### src/hdl/velocity_pid_normalized_defines.svh
// ----------------------------------------------------------------------------
// velocity_pid_normalized_defines.svh
// Assertion macros shared by the PID controller RTL.
// ----------------------------------------------------------------------------
`ifndef VELOCITY_PID_NORMALIZED_DEFINES_SVH
`define VELOCITY_PID_NORMALIZED_DEFINES_SVH

// Property that must hold at every clock edge outside reset.
`define VPID_ASSERT(lbl, prop, msg) \
  lbl: assert property (@(posedge clk_i) disable iff (!rst_ni) (prop)) else $error(msg);

// Antecedent in one cycle implies consequent in the next.
`define VPID_ASSERT_NEXT(lbl, ante, cons, msg) \
  lbl: assert property (@(posedge clk_i) disable iff (!rst_ni) (ante) |=> (cons)) \
    else $error(msg);

`endif

### src/hdl/vpid_pkg.sv
// ----------------------------------------------------------------------------
// vpid_pkg
// Types and constants of the velocity-form PID controller.
// ----------------------------------------------------------------------------
package vpid_pkg;

  localparam int OUT_MIN_DEF = 0;
  localparam int OUT_MAX_DEF = 4095;

  localparam int CfgW    = 24;
  localparam int CfgIdxW = 3;
  localparam int RawW    = 16;
  localparam int NormW   = 17;
  localparam int GainW   = 24;

  // Q1.16 one
  localparam logic [NormW-1:0] ONE_Q16 = 17'h10000;

  typedef enum logic [1:0] {
    MODE_IDLE,
    MODE_P,
    MODE_PI,
    MODE_PID
  } mode_e;

  typedef enum logic [CfgIdxW-1:0] {
    REG_MODE,
    REG_KP_GAIN,
    REG_KI_GAIN,
    REG_KD_GAIN,
    REG_IN_MIN,
    REG_IN_MAX,
    REG_FB_MIN,
    REG_FB_MAX
  } cfg_reg_e;

  typedef struct packed {
    logic signed [RawW-1:0] setpoint_raw;
    logic signed [RawW-1:0] feedback_raw;
  } in_req_t;

  typedef struct packed {
    logic signed [RawW-1:0] drive_out;
    logic [NormW-1:0]       drive_norm;
  } out_res_t;

endpackage

### src/hdl/velocity_pid_normalized.sv
// ----------------------------------------------------------------------------
// velocity_pid_normalized
// Velocity-form PID controller on normalized Q1.16 values, one shared
// divider step and one shared 19x24 multiplier under a small sequencer.
// ----------------------------------------------------------------------------
//  channel  | direction | signals
//  ---------+-----------+------------------------------------------
//  in       | request   | in_valid_i, in_stall_o, in_data_i
//  out      | result    | out_valid_o, out_stall_i, out_data_o
//  cfg      | write     | cfg_we_i, cfg_idx_i, cfg_data_i
//
//  A request runs two normalizations, each of setup, check and 16 restoring
//  divide steps, then the three gain products, clamp and output scaling. A
//  value that saturates or has a zero span skips its divide steps. In idle mode
//  a request skips straight to output scaling with a zero drive.
//  in_stall_o is high while a request is in work; the result sits in an
//  output register, so a new request is taken while it waits downstream.
//  Reset is asynchronous and active low; no clearing pass.
// ----------------------------------------------------------------------------
`include "velocity_pid_normalized_defines.svh"

module velocity_pid_normalized #(
  parameter int OUT_MIN = vpid_pkg::OUT_MIN_DEF,
  parameter int OUT_MAX = vpid_pkg::OUT_MAX_DEF
) (
  input  logic                          clk_i,
  input  logic                          rst_ni,
  input  logic                          in_valid_i,
  output logic                          in_stall_o,
  input  vpid_pkg::in_req_t             in_data_i,
  output logic                          out_valid_o,
  input  logic                          out_stall_i,
  output vpid_pkg::out_res_t            out_data_o,
  input  logic                          cfg_we_i,
  input  logic [vpid_pkg::CfgIdxW-1:0]  cfg_idx_i,
  input  logic [vpid_pkg::CfgW-1:0]     cfg_data_i
);
  import vpid_pkg::*;

  localparam int                     SPAN     = OUT_MAX - OUT_MIN;
  localparam logic signed [GainW-1:0] SpanGain = GainW'(SPAN);
  localparam logic [RawW-1:0]        OutMinW  = RawW'(OUT_MIN);
  localparam int                     DiffW    = NormW + 2;
  localparam int                     ProdW    = DiffW + GainW;
  localparam int                     AccW     = 32;

  typedef enum logic [3:0] {
    ST_IDLE,
    ST_NSET,
    ST_NCHK,
    ST_DIV,
    ST_DIFF,
    ST_MUL,
    ST_ACC,
    ST_CLAMP,
    ST_SMUL,
    ST_SADD,
    ST_FINISH
  } state_e;

  typedef enum logic [1:0] {
    T_P,
    T_I,
    T_D
  } term_e;

  // configuration
  mode_e                   mode_q;
  logic signed [GainW-1:0] kp_q, ki_q, kd_q;
  logic signed [RawW-1:0]  in_min_q, in_max_q, fb_min_q, fb_max_q;

  // sequencer and datapath
  state_e                  state_q;
  term_e                   term_q;
  logic                    sel_q;
  logic signed [RawW-1:0]  sp_raw_q, fb_raw_q;
  logic signed [NormW-1:0] num_q, den_q;
  logic [RawW-1:0]         rem_q, dvs_q, quo_q;
  logic [3:0]              cnt_q;
  logic [NormW-1:0]        sp_n_q, pv_n_q;
  logic signed [DiffW-1:0] diff_q;
  logic signed [ProdW-1:0] prod_q;
  logic signed [AccW-1:0]  acc_q;
  logic [NormW-1:0]        drive_q, drive_prev_q, pv_prev_q, pv_older_q;
  logic [RawW-1:0]         scaled_q;
  out_res_t                out_q;
  logic                    out_valid_q;

  // combinational helpers
  logic signed [NormW-1:0] num_c, den_c;
  logic [NormW-1:0]        mag_n, mag_d;
  logic                    norm_zero;
  logic [RawW:0]           rem2;
  logic                    div_ge;
  logic [RawW-1:0]         rem_nx;
  logic [RawW-1:0]         quo_nx;
  logic signed [DiffW-1:0] sp19, pv19, pvp19, pvo19;
  logic signed [DiffW-1:0] diff_p, diff_i, diff_d;
  logic signed [GainW-1:0] gain_sel;
  logic signed [DiffW-1:0] mul_a;
  logic signed [GainW-1:0] mul_b;
  logic signed [ProdW-1:0] mul_y;
  logic signed [AccW-1:0]  term_v;
  logic                    out_load;

  // configuration writes
  always_ff @(posedge clk_i or negedge rst_ni) begin
    if (!rst_ni) begin
      mode_q   <= MODE_IDLE;
      kp_q     <= '0;
      ki_q     <= '0;
      kd_q     <= '0;
      in_min_q <= '0;
      in_max_q <= 16'sh7FFF;
      fb_min_q <= '0;
      fb_max_q <= 16'sh7FFF;
    end else if (cfg_we_i) begin
      case (cfg_reg_e'(cfg_idx_i))
        REG_MODE:    mode_q   <= mode_e'(cfg_data_i[1:0]);
        REG_KP_GAIN: kp_q     <= signed'(cfg_data_i);
        REG_KI_GAIN: ki_q     <= signed'(cfg_data_i);
        REG_KD_GAIN: kd_q     <= signed'(cfg_data_i);
        REG_IN_MIN:  in_min_q <= signed'(cfg_data_i[RawW-1:0]);
        REG_IN_MAX:  in_max_q <= signed'(cfg_data_i[RawW-1:0]);
        REG_FB_MIN:  fb_min_q <= signed'(cfg_data_i[RawW-1:0]);
        REG_FB_MAX:  fb_max_q <= signed'(cfg_data_i[RawW-1:0]);
        default: ;
      endcase
    end
  end

  // normalization front end: x - min and max - min, 17 bit signed
  always_comb begin
    if (sel_q) begin
      num_c = NormW'(fb_raw_q) - NormW'(fb_min_q);
      den_c = NormW'(fb_max_q) - NormW'(fb_min_q);
    end else begin
      num_c = NormW'(sp_raw_q) - NormW'(in_min_q);
      den_c = NormW'(in_max_q) - NormW'(in_min_q);
    end
    mag_n     = num_q[NormW-1] ? NormW'(-num_q) : NormW'(num_q);
    mag_d     = den_q[NormW-1] ? NormW'(-den_q) : NormW'(den_q);
    norm_zero = (num_q == '0) || (den_q == '0) || (num_q[NormW-1] != den_q[NormW-1]);
  end

  // one restoring divide step; remainder always stays below the divisor
  always_comb begin
    rem2   = {rem_q, 1'b0};
    div_ge = rem2 >= {1'b0, dvs_q};
    rem_nx = div_ge ? RawW'(rem2 - {1'b0, dvs_q}) : rem2[RawW-1:0];
    quo_nx = {quo_q[RawW-2:0], div_ge};
  end

  // differences, gain select and the shared multiplier
  always_comb begin
    sp19   = signed'(DiffW'(sp_n_q));
    pv19   = signed'(DiffW'(pv_n_q));
    pvp19  = signed'(DiffW'(pv_prev_q));
    pvo19  = signed'(DiffW'(pv_older_q));
    diff_p = pv19 - pvp19;
    diff_i = sp19 - pv19;
    diff_d = pv19 - (pvp19 <<< 1) + pvo19;

    case (term_q)
      T_P:     gain_sel = kp_q;
      T_I:     gain_sel = ((mode_q == MODE_PI) || (mode_q == MODE_PID)) ? ki_q : '0;
      T_D:     gain_sel = (mode_q == MODE_PID) ? kd_q : '0;
      default: gain_sel = '0;
    endcase

    if (state_q == ST_SMUL) begin
      mul_a = signed'(DiffW'(drive_q));
      mul_b = SpanGain;
    end else begin
      mul_a = diff_q;
      mul_b = gain_sel;
    end
    mul_y  = ProdW'(mul_a) * ProdW'(mul_b);
    // floor to Q.16
    term_v = AccW'(signed'(prod_q[ProdW-1:16]));
  end

  // result moves into the output register when that register is free
  assign out_load = (state_q == ST_FINISH) && (!out_valid_q || !out_stall_i);

  always_ff @(posedge clk_i or negedge rst_ni) begin
    if (!rst_ni) begin
      state_q      <= ST_IDLE;
      term_q       <= T_P;
      sel_q        <= 1'b0;
      cnt_q        <= '0;
      drive_prev_q <= '0;
      pv_prev_q    <= '0;
      pv_older_q   <= '0;
      out_valid_q  <= 1'b0;
    end else begin
      if (out_load) begin
        out_valid_q <= 1'b1;
      end else if (!out_stall_i) begin
        out_valid_q <= 1'b0;
      end
      case (state_q)
        ST_IDLE: begin
          if (in_valid_i) begin
            sp_raw_q <= in_data_i.setpoint_raw;
            fb_raw_q <= in_data_i.feedback_raw;
            sel_q    <= 1'b0;
            if (mode_q == MODE_IDLE) begin
              drive_q <= '0;
              state_q <= ST_SMUL;
            end else begin
              state_q <= ST_NSET;
            end
          end
        end
        ST_NSET: begin
          num_q   <= num_c;
          den_q   <= den_c;
          state_q <= ST_NCHK;
        end
        ST_NCHK: begin
          if (norm_zero || (mag_n >= mag_d)) begin
            // opposite signs or zero span give 0, a ratio of one or more saturates
            if (sel_q) begin
              pv_n_q  <= norm_zero ? '0 : ONE_Q16;
              term_q  <= T_P;
              state_q <= ST_DIFF;
            end else begin
              sp_n_q  <= norm_zero ? '0 : ONE_Q16;
              sel_q   <= 1'b1;
              state_q <= ST_NSET;
            end
          end else begin
            rem_q   <= mag_n[RawW-1:0];
            dvs_q   <= mag_d[RawW-1:0];
            quo_q   <= '0;
            cnt_q   <= 4'(RawW - 1);
            state_q <= ST_DIV;
          end
        end
        ST_DIV: begin
          rem_q <= rem_nx;
          quo_q <= quo_nx;
          cnt_q <= cnt_q - 4'd1;
          if (cnt_q == '0) begin
            if (sel_q) begin
              pv_n_q  <= {1'b0, quo_nx};
              term_q  <= T_P;
              state_q <= ST_DIFF;
            end else begin
              sp_n_q  <= {1'b0, quo_nx};
              sel_q   <= 1'b1;
              state_q <= ST_NSET;
            end
          end
        end
        ST_DIFF: begin
          diff_q  <= diff_p;
          acc_q   <= signed'(AccW'(drive_prev_q));
          state_q <= ST_MUL;
        end
        ST_MUL: begin
          prod_q  <= mul_y;
          state_q <= ST_ACC;
        end
        ST_ACC: begin
          case (term_q)
            T_P: begin
              acc_q   <= acc_q - term_v;
              diff_q  <= diff_i;
              term_q  <= T_I;
              state_q <= ST_MUL;
            end
            T_I: begin
              acc_q   <= acc_q + term_v;
              diff_q  <= diff_d;
              term_q  <= T_D;
              state_q <= ST_MUL;
            end
            default: begin
              acc_q   <= acc_q - term_v;
              state_q <= ST_CLAMP;
            end
          endcase
        end
        ST_CLAMP: begin
          if (acc_q[AccW-1]) begin
            drive_q      <= '0;
            drive_prev_q <= '0;
          end else if (acc_q > signed'(AccW'(ONE_Q16))) begin
            drive_q      <= ONE_Q16;
            drive_prev_q <= ONE_Q16;
          end else begin
            drive_q      <= acc_q[NormW-1:0];
            drive_prev_q <= acc_q[NormW-1:0];
          end
          pv_older_q <= pv_prev_q;
          pv_prev_q  <= pv_n_q;
          state_q    <= ST_SMUL;
        end
        ST_SMUL: begin
          prod_q  <= mul_y;
          state_q <= ST_SADD;
        end
        ST_SADD: begin
          scaled_q <= OutMinW + prod_q[31:16];
          state_q  <= ST_FINISH;
        end
        ST_FINISH: begin
          if (out_load) begin
            out_q.drive_out  <= signed'(scaled_q);
            out_q.drive_norm <= drive_q;
            state_q          <= ST_IDLE;
          end
        end
        default: state_q <= ST_IDLE;
      endcase
    end
  end

  assign in_stall_o  = (state_q != ST_IDLE);
  assign out_valid_o = out_valid_q;
  assign out_data_o  = out_q;

  `VPID_ASSERT(a_div_rem, (state_q != ST_DIV) || (rem_q < dvs_q), "divide remainder not below divisor")
  `VPID_ASSERT(a_drive_unit, drive_prev_q <= ONE_Q16, "stored drive above one")
  `VPID_ASSERT(a_idle_zero, (state_q != ST_FINISH) || (mode_q != MODE_IDLE) || (drive_q == '0), "idle mode drive not zero")
  `VPID_ASSERT_NEXT(a_accept_busy, in_valid_i && !in_stall_o, state_q != ST_IDLE, "request taken but sequencer idle")

endmodule
### config.mk
export PLATFORM = sky130hd
export DESIGN_NAME = velocity_pid_normalized
export DESIGN_NICKNAME = d
export VERILOG_FILES = /design/src/hdl/vpid_pkg.sv /design/src/hdl/velocity_pid_normalized.sv
export VERILOG_INCLUDE_DIRS = /design/src /design/src/hdl
export SDC_FILE = /design/constraint.sdc
export NUM_CORES = 2
export LEC_CHECK = 0
export BUFFER_PORTS_ARGS = -buffer_cell sky130_fd_sc_hd__clkbuf_2
export CORE_MARGIN = 8
export CORE_UTILIZATION = 57
export DETAILED_ROUTE_END_ITERATION = 6
export PLACE_DENSITY = 0.74
export RECOVER_POWER = 100
export SETUP_SLACK_MARGIN = 0.02
export SLEW_MARGIN = 20
export SYNTH_ARGS = -nofsm -noshare
export SYNTH_HDL_FRONTEND = slang
export SYNTH_SLANG_ARGS = --single-unit
### constraint.sdc
create_clock -name clk_i -period 11.5 [get_ports clk_i]
set_input_delay 0.575 -clock clk_i [delete_from_list [all_inputs] [get_ports clk_i]]
set_output_delay 0.575 -clock clk_i [all_outputs]
set_load 0.02 [all_outputs]
==> metrics <==
global route overflow 0; Clock Skew 27.1 ps; largest net degree at the start of global routing between 90 and 100; DR vias 31900; R2R depth 28; crit-path max cell delay 670 ps; CTS H-tree lvls 2; Final setup viols 0; # DRC 0; initial antenna violation count 7; number of DRC markers in iteration 0 around 2800; slew at the pin with the worst max-slew slack 5520 ps; CTS Root Cell clkbuf_16; io pins 99; TritonCTS Sinks around 500; Cell variety after synth 82; flop-to-flop setup slack 2100 ps; Die Wd 293 um; Final Hold Vio Count 0; RR Startpoint state_q[0]$_DFFE_PN0P_; Async S/R FF share, synth 40.9%; Post-Syn Nets 5252; status finished, violations left; RSZ-0062 raised after global routing false; Top FF cell, synth edfxtp_1; Syn Area/Cell 9.93 um2; worst-path maximum fanout 31; wire per inst 19.8 um; GRT Util Overall 26.0%; #FFs+latches synth 492; Worst Hold Launch in_data_i[9]; Synth top cells by count 666 x inv_1, 565 x nand2_1, 477 x fa_1; row cnt 101; CTS Buffer Depth 3; cell count after synthesis 4409; vias per inst 5.74; max cap viols 20; total negative slack 0 ps; Critical Path Sink Type register; Gates resized, CTS repair 0; Sequential Area 13800 um2; WS Path Type reg2reg; DRT Pass-1 Iters 5; Inserted Clock Buffers between 50 and 60; clock-pin slew on the worst setup and hold paths roughly 60 ps; worst skew pair latency 630 ps; first-pass GRT wire length 178000 um; Slew Viols, Final 847; number of flops mapped to enable cells by yosys 291; R2R Path End prod_q[38]$_DFFE_PP_; CTS tree done; CP max-delay cell dfrtp_1; final WL 110000 um; Worst Setup Start Kind register; top cell family by delay on the critical path adder cells; post-synth top area cell fa_1; Arr. time, crit path a little under 10000 ps; synth warn 0; Fillers 6320; crit share post-route between 80% and 90%; routability cong. 0.978; sequential element share of the synthesized area 31.5%; crit path time final about 9400 ps; share of the synthesized area in the top cell type 21.8%; layout cell share with drive strength beyond 1 a little over 8%; CP dominant cell by count fa_1; FMAX 106 MHz; top-count cell post-synth inv_1; area of the multi-input gates 26900 um2; hold path cells 1; Post-DRT Antenna Nets 0; cell area after synthesis ~44000 um2; failing checks max-capacitance violations, max-slew violations; core area 75900 um2; worst min path class in2reg; synth top area cells fa_1 22%, edfxtp_1 20%, dfrtp_1 9.8%; vias in the first global route 32900; worst path bufs/invs 5; number of I/O port buffers 98; hpwl dp slightly below 90000 um; die area 85900 um2; Rel. slew slack -268%; Chip Height 293 um; Final nets around 5300; CP required 11870 ps; Initial Util 57.7%; Worst Hold End fb_raw_q[9]$_DFFE_PP_; area grow syn2layout 7.52%
-- placed cells by master (no fill, tap or decap), types with 18 or more instances in the layout --
cell / synthesis / layout
clkbuf_16: 0 / 54
inv_1: 666 / 666
a21oi_1: 166 / 166
and2_0: 0 / 48
or3_1: 28 / 28
o21a_1: 29 / 29
and3_1: 18 / 18
dfstp_2: 30 / 30
mux2_2: 127 / 126
fa_1: 477 / 477
clkbuf_2: 0 / 58
clkbuf_1: 132 / 71
nand2b_1: 32 / 32
edfxtp_1: 291 / 291
o31ai_1: 24 / 24
xor2_1: 65 / 65
and2_1: 80 / 32
dfrtp_1: 171 / 170
nor3_1: 63 / 63
nor2b_1: 44 / 43
a31oi_1: 34 / 35
o21ai_0: 187 / 194
mux2i_1: 37 / 35
nor2_1: 345 / 345
ha_1: 302 / 302
nand2_1: 565 / 564
a21boi_0: 20 / 20
buf_4: 0 / 30
a211oi_1: 18 / 19
a21o_1: 71 / 71
xnor2_1: 133 / 133
nand3_1: 32 / 31
-- area by class of cell --
cell class | count | share of cell area [%]
repair buffers | 149 | 1.59
inverters | 667 | 5.32
multi-input cells | 3104 | 57.2
diodes | 7 | 0.0372
clock inverters | 32 | 0.731
well taps | 1030 | 2.74
clock buffers | 69 | 3.08
flip-flops and latches | 492 | 29.3
-- how the worst max path moves through the flow --
stage | startpoint | endpoint | slack (ps) | depth (start not counted)
after CTS | term_q[1]$_DFFE_PN0P_ | prod_q[38]$_DFFE_PP_ | 2580 | 23
after floorplan | state_q[0]$_DFFE_PN0P_ | prod_q[38]$_DFFE_PP_ | 3510 | 29
after global routing | state_q[0]$_DFFE_PN0P_ | prod_q[38]$_DFFE_PP_ | 1560 | 28
after global placement | term_q[1]$_DFFE_PN0P_ | prod_q[38]$_DFFE_PP_ | 2880 | 28
final | state_q[0]$_DFFE_PN0P_ | prod_q[38]$_DFFE_PP_ | 2100 | 28
after detailed placement | term_q[1]$_DFFE_PN0P_ | prod_q[38]$_DFFE_PP_ | 2610 | 23
-- per-layer routing --
metal / global-route usage (%) / share of wire (%) / up-vias
li1: - / - / 14700
met1: 34.9 / 41 / 15700
met2: 41.6 / 45 / 1223
met3: 5.11 / 8.6 / 276
met4: 10.5 / 4.7 / 2
met5: 0 / 0.0091 / -
-- through the flow --
step	util [%]	instance area [um2]	instances	setup WS [ps]	hold slack, ps
6_report	62.0	47100	5550	2100	112
5_1_grt	62.0	47100	5543	1560	92.3
4_1_cts	62.2	47300	5543	2580	75.2
3_5_place_dp	59.9	45500	5441	2610	406
3_3_place_gp	59.9	45500	5441	2880	401
2_1_floorplan	-	43800	4409	3510	279
-- state kept, by name (all words and copies together) (netlist names), 19 cells and up --
| signal | cells |
|---|---|
| out_data_o | 33 |
| acc_q | 32 |
| prod_q | 27 |
| kd_q | 24 |
| ki_q | 24 |
| kp_q | 24 |
| diff_q | 19 |
-- timing repair --
item / 4_1_cts / 5_1_grt
buffers inserted: 0 / 0
hold buffers: 1 / 0
endpoints found under the hold margin: 14 / 0
-- logic make-up after synthesis --
group                      share of synthesized area (%)
DFF                                                 31.5
adders and majority gates                           30.4
and+or+nand+nor                                     13.1
muxes                                               4.15
buffers and inverters                               6.98
xor gates and xnor gates                            3.96
AOI/OAI and AO/OA                                   9.89
Power is not shown: default switching activity piles up to over one toggle a cycle in this logic, so the estimate is an artifact.
